## src/design/owbm_pkg.sv

```systemverilog
// One-wire bus master: shared phase codes, command kinds, register indexes,
// step state and result types. No dependencies.
`default_nettype none
package owbm_pkg;

	localparam int unsigned READ_HOLD_TICKS = 55;
	localparam int unsigned TICK_W = 10;

	localparam logic [1:0] KIND_TICK  = 2'd0;
	localparam logic [1:0] KIND_RESET = 2'd1;
	localparam logic [1:0] KIND_WRITE = 2'd2;
	localparam logic [1:0] KIND_READ  = 2'd3;

	localparam logic [3:0] PH_IDLE     = 4'd0;
	localparam logic [3:0] PH_RST_LOW  = 4'd1;
	localparam logic [3:0] PH_RST_WAIT = 4'd2;
	localparam logic [3:0] PH_RST_HIGH = 4'd3;
	localparam logic [3:0] PH_RST_HOLD = 4'd4;
	localparam logic [3:0] PH_W_LOW    = 4'd5;
	localparam logic [3:0] PH_W_HOLD   = 4'd6;
	localparam logic [3:0] PH_W_REC    = 4'd7;
	localparam logic [3:0] PH_R_LOW    = 4'd8;
	localparam logic [3:0] PH_R_WAIT   = 4'd9;
	localparam logic [3:0] PH_R_HOLD   = 4'd10;

	localparam logic [2:0] REG_RESET_LOW     = 3'd0;
	localparam logic [2:0] REG_PRESENCE_WAIT = 3'd1;
	localparam logic [2:0] REG_PRESENCE_HOLD = 3'd2;
	localparam logic [2:0] REG_WRITE_ONE_LOW = 3'd3;
	localparam logic [2:0] REG_SLOT_HOLD     = 3'd4;
	localparam logic [2:0] REG_RECOVERY      = 3'd5;
	localparam logic [2:0] REG_READ_LOW      = 3'd6;
	localparam logic [2:0] REG_READ_SAMPLE   = 3'd7;

	localparam logic [TICK_W-1:0] READ_HOLD_LIMIT = TICK_W'(READ_HOLD_TICKS + 1);
	localparam logic [2:0] LAST_BIT = 3'd7;

	typedef struct packed {
		logic [TICK_W-1:0] reset_low;
		logic [TICK_W-1:0] presence_wait;
		logic [TICK_W-1:0] presence_hold;
		logic [TICK_W-1:0] write_one_low;
		logic [TICK_W-1:0] slot_hold;
		logic [TICK_W-1:0] recovery;
		logic [TICK_W-1:0] read_low;
		logic [TICK_W-1:0] read_sample;
	} owbm_cfg_t;

	typedef struct packed {
		logic [3:0]        phase;
		logic [TICK_W-1:0] tick_count;
		logic [2:0]        bit_index;
		logic [7:0]        shift_reg;
		logic              last_flag;
	} owbm_state_t;

	typedef struct packed {
		logic [1:0] kind;
		logic [7:0] tx_byte;
		logic       line_level;
		logic       last_byte;
	} owbm_req_t;

	typedef struct packed {
		logic       drive_low;
		logic       busy_res;
		logic       byte_done;
		logic [7:0] rx_byte;
		logic       transfer_done;
	} owbm_res_t;

endpackage
`default_nettype wire

```

## src/design/owbm_step.sv

```systemverilog
// One-wire bus master: next-state and result logic for one request.
// Depends on owbm_pkg.
`default_nettype none
module owbm_step import owbm_pkg::*; (
	input  owbm_cfg_t   cfg,
	input  owbm_state_t st,
	input  owbm_req_t   req,
	output owbm_state_t nx,
	output owbm_res_t   res
);

	logic [3:0]        ph;
	logic [TICK_W-1:0] lim;
	logic [TICK_W:0]   cnt_n;
	logic              hit;
	logic [TICK_W-1:0] cnt_next;
	logic [7:0]        sh_next;

	always_comb begin
		ph = (st.phase > PH_R_HOLD) ? PH_IDLE : st.phase;
		unique case (ph)
			PH_RST_LOW:  lim = cfg.reset_low;
			PH_RST_WAIT: lim = cfg.presence_wait;
			PH_RST_HOLD: lim = cfg.presence_hold;
			PH_W_LOW:    lim = cfg.write_one_low;
			PH_W_HOLD:   lim = cfg.slot_hold;
			PH_W_REC:    lim = cfg.recovery;
			PH_R_LOW:    lim = cfg.read_low;
			PH_R_WAIT:   lim = cfg.read_sample;
			PH_R_HOLD:   lim = READ_HOLD_LIMIT;
			default:     lim = '0;
		endcase
		cnt_n    = {1'b0, st.tick_count} + (TICK_W+1)'(1);
		hit      = cnt_n >= {1'b0, lim};
		cnt_next = hit ? '0 : cnt_n[TICK_W-1:0];
		sh_next  = {1'b0, st.shift_reg[7:1]};
	end

	always_comb begin
		nx = st;
		nx.phase = ph;
		res = '0;
		if (req.kind != KIND_TICK) begin
			if (ph == PH_IDLE) begin
				nx.tick_count = '0;
				nx.bit_index  = '0;
				unique case (req.kind)
					KIND_RESET: begin
						nx.last_flag = 1'b0;
						nx.shift_reg = '0;
						nx.phase     = PH_RST_LOW;
					end
					KIND_WRITE: begin
						nx.last_flag = req.last_byte;
						nx.shift_reg = req.tx_byte;
						nx.phase     = req.tx_byte[0] ? PH_W_LOW : PH_W_HOLD;
					end
					default: begin
						nx.last_flag = req.last_byte;
						nx.shift_reg = '0;
						nx.phase     = PH_R_LOW;
					end
				endcase
			end
		end else begin
			unique case (ph)
				PH_RST_LOW, PH_RST_WAIT, PH_W_LOW, PH_W_HOLD, PH_R_LOW: begin
					nx.tick_count = cnt_next;
					if (hit) begin
						unique case (ph)
							PH_RST_LOW:  nx.phase = PH_RST_WAIT;
							PH_RST_WAIT: nx.phase = PH_RST_HIGH;
							PH_W_LOW:    nx.phase = PH_W_HOLD;
							PH_W_HOLD:   nx.phase = PH_W_REC;
							default:     nx.phase = PH_R_WAIT;
						endcase
					end
				end
				PH_RST_HIGH: begin
					if (req.line_level) begin
						nx.tick_count = '0;
						nx.phase      = PH_RST_HOLD;
					end
				end
				PH_RST_HOLD: begin
					nx.tick_count = cnt_next;
					if (hit) begin
						nx.phase      = PH_IDLE;
						res.byte_done = 1'b1;
					end
				end
				PH_W_REC: begin
					nx.tick_count = cnt_next;
					if (hit) begin
						nx.shift_reg = sh_next;
						if (st.bit_index >= LAST_BIT) begin
							nx.bit_index      = '0;
							nx.phase          = PH_IDLE;
							res.byte_done     = 1'b1;
							res.transfer_done = st.last_flag;
						end else begin
							nx.bit_index  = st.bit_index + 3'd1;
							nx.tick_count = '0;
							nx.phase      = sh_next[0] ? PH_W_LOW : PH_W_HOLD;
						end
					end
				end
				PH_R_WAIT: begin
					nx.tick_count = cnt_next;
					if (hit) begin
						nx.shift_reg = {req.line_level, st.shift_reg[7:1]};
						nx.phase     = PH_R_HOLD;
					end
				end
				PH_R_HOLD: begin
					nx.tick_count = cnt_next;
					if (hit) begin
						if (st.bit_index >= LAST_BIT) begin
							nx.bit_index      = '0;
							nx.phase          = PH_IDLE;
							res.byte_done     = 1'b1;
							res.rx_byte       = st.shift_reg;
							res.transfer_done = st.last_flag;
						end else begin
							nx.bit_index = st.bit_index + 3'd1;
							nx.phase     = PH_R_LOW;
						end
					end
				end
				default: ;
			endcase
		end

		unique case (nx.phase)
			PH_RST_LOW, PH_W_LOW, PH_R_LOW: res.drive_low = 1'b1;
			PH_W_HOLD:                      res.drive_low = ~nx.shift_reg[0];
			default:                        res.drive_low = 1'b0;
		endcase
		res.busy_res = (nx.phase != PH_IDLE);
	end

endmodule
`default_nettype wire

```

## src/design/one_wire_bus_master.sv

```systemverilog
// One-wire bus master top level: input register, step logic, result register
// and configuration registers. Depends on owbm_pkg and owbm_step.
//
//  channel   | handshake                     | payload
//  s_axis    | s_axis_tvalid / s_axis_tready | tdata, tuser (kind), tlast (last_byte)
//  m_axis    | m_axis_tvalid / m_axis_tready | tdata, tlast (transfer_done)
//  cfg       | cfg_valid / cfg_ready         | cfg_index, cfg_data
//
// Every request yields one result: the step logic is a single pass from the input
// register to the result register. One request per cycle is sustained while results
// are not stalled. Reset loads the default tick counts and idles the bus. A stalled
// result holds its register and a full input register; cfg_ready is always high.
`default_nettype none
module one_wire_bus_master import owbm_pkg::*; (
	input  wire logic        clk,
	input  wire logic        arst_n,
	input  wire logic        s_axis_tvalid,
	output logic             s_axis_tready,
	input  wire logic [15:0] s_axis_tdata,  // [7:0] tx_byte, [8] line_level, [15:9] zero
	input  wire logic [1:0]  s_axis_tuser,  // [1:0] kind
	input  wire logic        s_axis_tlast,
	output logic             m_axis_tvalid,
	input  wire logic        m_axis_tready,
	output logic [15:0]      m_axis_tdata,  // [0] drive_low, [1] busy_res, [2] byte_done,
	                                        // [10:3] rx_byte, [15:11] zero
	output logic             m_axis_tlast,
	input  wire logic        cfg_valid,
	output logic             cfg_ready,
	input  wire logic [2:0]  cfg_index,
	input  wire logic [TICK_W-1:0] cfg_data
);

	owbm_cfg_t   cfg_q;
	owbm_state_t state_q;
	owbm_state_t nx;
	owbm_req_t   req_s1;
	owbm_res_t   res;
	owbm_res_t   res_s2;
	logic        vld_s1;
	logic        vld_s2;
	logic        adv;

	assign adv           = ~vld_s2 | m_axis_tready;
	assign s_axis_tready = ~vld_s1 | adv;
	assign cfg_ready     = 1'b1;

	always_ff @(posedge clk or negedge arst_n) begin
		if (!arst_n) begin
			cfg_q.reset_low     <= TICK_W'(480);
			cfg_q.presence_wait <= TICK_W'(60);
			cfg_q.presence_hold <= TICK_W'(420);
			cfg_q.write_one_low <= TICK_W'(2);
			cfg_q.slot_hold     <= TICK_W'(60);
			cfg_q.recovery      <= TICK_W'(2);
			cfg_q.read_low      <= TICK_W'(2);
			cfg_q.read_sample   <= TICK_W'(10);
		end else if (cfg_valid && cfg_ready) begin
			unique case (cfg_index)
				REG_RESET_LOW:     cfg_q.reset_low     <= cfg_data;
				REG_PRESENCE_WAIT: cfg_q.presence_wait <= cfg_data;
				REG_PRESENCE_HOLD: cfg_q.presence_hold <= cfg_data;
				REG_WRITE_ONE_LOW: cfg_q.write_one_low <= cfg_data;
				REG_SLOT_HOLD:     cfg_q.slot_hold     <= cfg_data;
				REG_RECOVERY:      cfg_q.recovery      <= cfg_data;
				REG_READ_LOW:      cfg_q.read_low      <= cfg_data;
				REG_READ_SAMPLE:   cfg_q.read_sample   <= cfg_data;
				default: ;
			endcase
		end
	end

	always_ff @(posedge clk or negedge arst_n) begin
		if (!arst_n) begin
			vld_s1 <= 1'b0;
		end else if (s_axis_tready) begin
			vld_s1 <= s_axis_tvalid;
		end
	end

	always_ff @(posedge clk) begin
		if (s_axis_tvalid && s_axis_tready) begin
			req_s1.kind       <= s_axis_tuser;
			req_s1.tx_byte    <= s_axis_tdata[7:0];
			req_s1.line_level <= s_axis_tdata[8];
			req_s1.last_byte  <= s_axis_tlast;
		end
	end

	owbm_step u_step (
		.cfg (cfg_q),
		.st  (state_q),
		.req (req_s1),
		.nx  (nx),
		.res (res)
	);

	always_ff @(posedge clk or negedge arst_n) begin
		if (!arst_n) begin
			vld_s2  <= 1'b0;
			state_q <= '{phase: PH_IDLE, default: '0};
		end else if (adv) begin
			vld_s2 <= vld_s1;
			if (vld_s1) begin
				state_q <= nx;
			end
		end
	end

	always_ff @(posedge clk) begin
		if (adv && vld_s1) begin
			res_s2 <= res;
		end
	end

	assign m_axis_tvalid = vld_s2;
	assign m_axis_tdata  = {5'd0, res_s2.rx_byte, res_s2.byte_done,
	                        res_s2.busy_res, res_s2.drive_low};
	assign m_axis_tlast  = res_s2.transfer_done;

`ifndef SYNTHESIS
	a_phase_legal: assert property (@(posedge clk) disable iff (!arst_n)
		state_q.phase <= PH_R_HOLD)
		else $error("phase out of range");

	a_done_idle: assert property (@(posedge clk) disable iff (!arst_n)
		vld_s2 && res_s2.byte_done |-> !res_s2.busy_res && !res_s2.drive_low)
		else $error("byte_done while busy or driving");

	a_tdone_done: assert property (@(posedge clk) disable iff (!arst_n)
		vld_s2 && res_s2.transfer_done |-> res_s2.byte_done)
		else $error("transfer_done without byte_done");

	a_rx_done: assert property (@(posedge clk) disable iff (!arst_n)
		vld_s2 && (res_s2.rx_byte != 8'd0) |-> res_s2.byte_done)
		else $error("rx_byte set without byte_done");

	a_state_hold: assert property (@(posedge clk) disable iff (!arst_n)
		!vld_s1 |=> $stable(state_q))
		else $error("state moved with no request");
`endif

endmodule
`default_nettype wire

```

## config.mk

```make
export PLATFORM = sky130hd
export DESIGN_NAME = one_wire_bus_master
export DESIGN_NICKNAME = d
export VERILOG_FILES = /design/src/design/owbm_pkg.sv /design/src/design/owbm_step.sv /design/src/design/one_wire_bus_master.sv
export SDC_FILE = /design/constraint.sdc
export NUM_CORES = 1
export LEC_CHECK = 0
export ABC_AREA = 0
export BUFFER_PORTS_ARGS = -buffer_cell sky130_fd_sc_hd__buf_2
export CAP_MARGIN = 20
export CORE_MARGIN = 2
export CORE_UTILIZATION = 25
export CTS_CLUSTER_DIAMETER = 100
export DETAILED_ROUTE_END_ITERATION = 8
export SLEW_MARGIN = 10
export SYNTH_ARGS = -nofsm -noshare
export SYNTH_HDL_FRONTEND = slang
export SYNTH_HIERARCHICAL = 1
export SYNTH_SLANG_ARGS = --single-unit
```

## constraint.sdc

```tcl
create_clock -name clk -period 4.7 [get_ports clk]
set_input_delay 0.235 -clock clk [delete_from_list [all_inputs] [get_ports clk]]
set_output_delay 0.235 -clock clk [all_outputs]
set_load 0.01 [all_outputs]
```

Word-level counts from Yosys, hierarchy flattened
Cells that the tools add are included.
{"block": "word_totals", "out_inout_bits": 20, "word_cells": 126, "input_bits": 37, "register_bits": 132}
{"block": "classes", "n_reduce_logical": 25, "n_eq_ne": 28, "n_addsub": 2, "bitwise": 8, "n_lt_le_gt_ge": 3, "mux": 35}
{"cell": "case mux 10 bit (9 select lines)", "n": 1}
{"cell": "case mux 14 bit (6 select lines)", "n": 1}
{"cell": "two-way mux 25 bit", "n": 2}
{"cell": "two-way mux 10 bit", "n": 4}
{"cell": "two-way mux 4 bit", "n": 7}
{"cell": "two-way mux 26 bit", "n": 1}
{"cell": "== test 4 x 3 -> 1 bit, second input constant", "n": 6}
{"cell": "case mux 9 bit (2 select lines)", "n": 1}
{"cell": "AND reduction 2 bit", "n": 9}
{"cell": "== test 4 bit, second input constant", "n": 4}
{"cell": "case mux 4 bit (4 select lines)", "n": 1}
{"cell": "case mux 8 bit (2 select lines)", "n": 1}
{"cell": "two-way mux 14 bit", "n": 1}
{"cell": "== test 3 bit, second input constant", "n": 4}
{"cell": "AND reduction 6 bit", "n": 2}
{"cell": "adder 10 x 1 -> 11 bit, second input constant", "n": 1}
{"cell": ">= comparator 11 x 10 -> 1 bit", "n": 1}
{"cell": "inequality test 3 x 1 -> 1 bit, second input constant", "n": 3}
{"cell": "== test 4 x 1 -> 1 bit, second input constant", "n": 2}
{"cell": "== test 4 x 2 -> 1 bit, second input constant", "n": 2}
{"cell": "two-way mux 8 bit", "n": 1}
{"cell": "case mux 4 bit (2 select lines)", "n": 1}
{"cell": "nonzero test 7 bit", "n": 1}
{"cell": "== test 3 x 2 -> 1 bit, second input constant", "n": 2}
{"cell": "other kinds (27)", "n": 42}

Longest topological paths before layout
{"block": "depth", "word_depth": 13, "mapped_depth": 21, "depth_no_buf": 17}

Hierarchy
The synthesis kept the hierarchy.
{"mod": "one_wire_bus_master", "seq_area_each_um2": 3449.6, "instances": 1, "area_per_inst_um2": 4887.2, "cells_each": 272}
{"mod": "owbm_step", "seq_area_each_um2": 0.0, "instances": 1, "area_per_inst_um2": 2309.7, "cells_each": 360}

Worst setup path after synthesis
Ideal clock, no wire load.
{"block": "synth_timing", "path_type": "reg2reg", "start": "register state_q[23] (netlist bit)", "end": "register state_q[23] (netlist bit)", "setup_time_ns": 0.125, "arrival_time_ns": 3.580, "path_stages_with_launch": 18, "path_slack_ns": 0.996, "path_cell_list": "dfrtp_1 > clkbuf_1 > buf_2 > buf_2 > buf_1 > mux2i_1 > o32ai_1 > nor2_1 > ha_1 > a21o_1 > a221oi_2 > nand2_2 > nor2_2 > buf_4 > a211oi_1 > o41ai_2 > inv_1 > mux2_2"}
{"item": "start: declaration", "line": "one_wire_bus_master.sv:34", "rtl": "owbm_state_t state_q;"}
{"item": "start signal: assignment", "line": "one_wire_bus_master.sv:104", "rtl": "state_q <= nx;"}

==> impl_metrics.json <==
{
  "status": "complete, no violations",
  "crit_path_max_incr_delay_ps": 690,
  "rsz0062_at_grt": "no",
  "max_freq_mhz": 239,
  "die_y_um": 174,
  "yosys.area_share.simple_pct": 12.0,
  "cp_top_family": "compound AO/OA/AOI/OAI gates",
  "worstMarginPinSlew_ps": 972,
  "grt_pass1_wl_um": 28400,
  "hold_viol": 0,
  "crit_fanout": 28,
  "grt_max_degree": 71,
  "num_rows": 62,
  "cp.required_ps": 4920,
  "slew-limit-headroom_pct": 35.2,
  "io_buffers": 43,
  "core_region_area_sq_um": 28500,
  "ant_nets": 0,
  "pre_cts_slack_ps": 609,
  "clockRootBuffer": "clkbuf_16",
  "max-vdd-ir-drop_v": 0.000280,
  "register_area_sq_um": 3450,
  "cp_data_arrival_time_ps": 4410,
  "drt_first_iter_violations": 380,
  "synth_area_sq_um": 7200,
  "routed_wirelength_um": 17800,
  "wl_per_cell_um": 16.4,
  "ys.flop_type": "dfrtp_1",
  "synth_cell_types": 68,
  "powerDensity_nw_per_um2": 553,
  "min_period_ps": 4190,
  "synth_compound_area_share_pct": 12.5,
  "hpwl_um": 12200,
  "synth_xor_area_share_pct": 0.974,
  "avgSynthCellArea_sq_um": 11.4,
  "end_kind": "flop",
  "setup_viol": 0,
  "fill_cells": 3007,
  "nets": 746,
  "die_w_um": 174,
  "n_antenna_cell": 0,
  "drc_errors": 0,
  "ys_async_sr_fraction_pct": 81.8,
  "synth_top_family_by_area": "multiplexers",
  "hold_class": "in2reg",
  "grt_usage_pct": 12.0,
  "fin_crit_sh_pct": 89.1,
  "start_kind": "flop",
  "ys_seq_elements": 132,
  "cts.repair.resized": 0,
  "synth-warning-count": 6,
  "ys_seq_area_share_pct": 47.9,
  "cts_tree": "done",
  "worst_path_max_delay_cell": "dfrtp_1",
  "clock_path_buffers": 2,
  "postSynthCellCount": 632,
  "p_leak_nw": 3.54,
  "synthAdderAreaFrac_pct": 2.96,
  "finalWorstSetupSlack_ps": 511,
  "cts.clk_slew.worst_paths_ps": 60,
  "fin_skew_ps": 9.39,
  "finalWeightedCongestion": 0.870,
  "multi_input_area_sq_um": 3500,
  "die_area_sq_um": 30200,
  "worstPathCellList": "buf_12 > nand2b_1 > nor3_1 > a21oi_1 > o21ai_0 > a21oi_1 > ha_1 > o21a_1 > o2111ai_1 > a21oi_2 > nor2_2 > nor3b_1 > buf_4 > mux2i_1 > mux2i_1 > o41ai_2",
  "htreeDepth": 4,
  "antenna_found_initial": 0,
  "cts_setup_buffers": 0,
  "dr_total_vias": 5220,
  "cts_sinks": 132,
  "path_buf_inv": 2,
  "slew_violations": 0,
  "drt_pass1_iterations": 4,
  "final_layout_size_suffix_gt1_share_pct": 35.5,
  "grt_pass1_vias": 5070,
  "crit_type": "reg2reg",
  "cts_buffers": 17,
  "yosys.area.top_type_share_pct": 30.3,
  "start_util_pct": 25.2,
  "grt-ovfl-total": 0,
  "synth.area.top_cells": "dfrtp_1, mux2_2, edfxtp_1",
  "max-cap-violations": 0,
  "drt-vias-per-instance": 4.80,
  "clock_latency_ps": 430,
  "io_pins": 57,
  "fin_setup_tns_ps": 0,
  "synthMuxAreaShare_pct": 19.9,
  "synth_edf_count": 24,
  "area_growth_pct": 19.5,
  "synth_area_leader_cell": "dfrtp_1"
}
-- flip-flops by register name, indices dropped and copies added, names as in the netlist --
name,flops
m_axis_tlast,1
m_axis_tdata,11
req_s1,12
state_q,26
vld_s1,1
m_axis_tvalid,1
cfg_q,80
-- cell usage in the layout (no fill, tap or decap), types with 7 or more instances in the layout --
cell / count
and2_1: 11
a32oi_1: 10
ha_1: 17
dlygate4sd3_1: 14
buf_2: 42
a22oi_1: 8
nand2_1: 42
mux2i_1: 17
buf_4: 21
edfxtp_1: 24
clkbuf_16: 19
nor3_1: 8
a211oi_1: 7
nand2b_1: 7
inv_1: 12
dfstp_2: 21
a21oi_1: 26
o21ai_0: 19
dfrtp_1: 87
nor2_1: 42
mux2_2: 112
and3_1: 10
nand3_1: 12
nand4_1: 7
-- path summary, 6_finish.rpt --
check	from	end	slack, ps	cells after the start
max in group asynchronous	arst_n	cfg_q[1]	3060	3
setup / recovery	state_q[23]	m_axis_tdata[0]	510	16
setup reg to reg	state_q[23]	m_axis_tdata[0]	510	16
hold reg to reg	vld_s1	m_axis_tvalid	490	1
hold / removal	m_axis_tready	m_axis_tvalid	110	3
min in group asynchronous	arst_n	state_q[4]	450	2
-- metrics by stage --
| stage | std cells | power (mW) | area (sq um) | util, % | hold WS (ps) |
|---|---|---|---|---|---|
| 2_1_floorplan | 636 | 2.86 | 7210 | - | -60.6 |
| 3_3_place_gp | 1043 | 3.39 | 7860 | 27.5 | 414 |
| 3_5_place_dp | 1043 | 3.41 | 7860 | 27.5 | 415 |
| 4_1_cts | 1088 | 4.76 | 8600 | 30.1 | 87.1 |
| 5_1_grt | 1088 | 5.02 | 8600 | 30.1 | 104 |
| 6_report | 1088 | 4.75 | 8600 | 30.1 | 110 |
-- logic make-up (layout without fill, tap and decap cells) --
kind of cell,after synthesis,after routing
flops,132,132
fa+ha+maj,17,17
mux,129,129
xor+xnor,8,8
compound gates,124,124
simple gates,167,167
other cells,2,6
buf+inv,53,121
-- final cells by class --
cell class | instances | share of cell area [%]
inverters | 12 | 0.524
flip-flops and latches | 132 | 40.1
repair buffers | 78 | 6.14
multi-input cells | 451 | 40.7
well taps | 384 | 5.59
clock inverters | 12 | 1.37
clock buffers | 19 | 5.53
-- power by group --
part / switching, mW / internal (mW)
clock: 0.530 / 0.796
combinational: 1.04 / 0.761
sequential: 0.193 / 1.43
total: 1.76 / 2.99
-- worst reg2reg max path: stages (launching register included) --
cell and delay, ps:
dfrtp_1 690, buf_12 250, nand2b_1 390, nor3_1 110
a21oi_1 150, o21ai_0 90, a21oi_1 260, ha_1 230
o21a_1 120, o2111ai_1 140, a21oi_2 270, nor2_2 130
nor3b_1 260, buf_4 240, mux2i_1 200, mux2i_1 120
o41ai_2 340
-- what timing repair did --
item / 4_1_cts / 5_1_grt
hold endpoints to repair: 19 / 0
setup endpoints to repair: 0 / 0
hold buffers: 14 / 0
-- per-layer routing --
| metal | vias to the layer above | share of wire (%) | wire length, um | GRT usage, % |
|---|---|---|---|---|
| met5 | - | 0 | 0 | 0 |
| met1 | 2620 | 49 | 8690 | 16.7 |
| met4 | 0 | 1.3 | 227 | 3.85 |
| met2 | 125 | 45 | 7980 | 18.1 |
| li1 | 2454 | - | - | - |
| met3 | 21 | 5.1 | 914 | 3.09 |
-- cells in the mapped netlist (10+ instances only) --
cell type,n
ha_1,17
and3_1,10
a32oi_1,10
o21ai_0,19
nand2_1,42
inv_1,12
nand3_1,12
dfstp_2,21
buf_4,12
and2_1,11
nor2_1,42
a21oi_1,26
mux2_2,112
edfxtp_1,24
mux2i_1,17
dfrtp_1,87
buf_2,14
No activity file was read; power rests on OpenSTA's default activity.
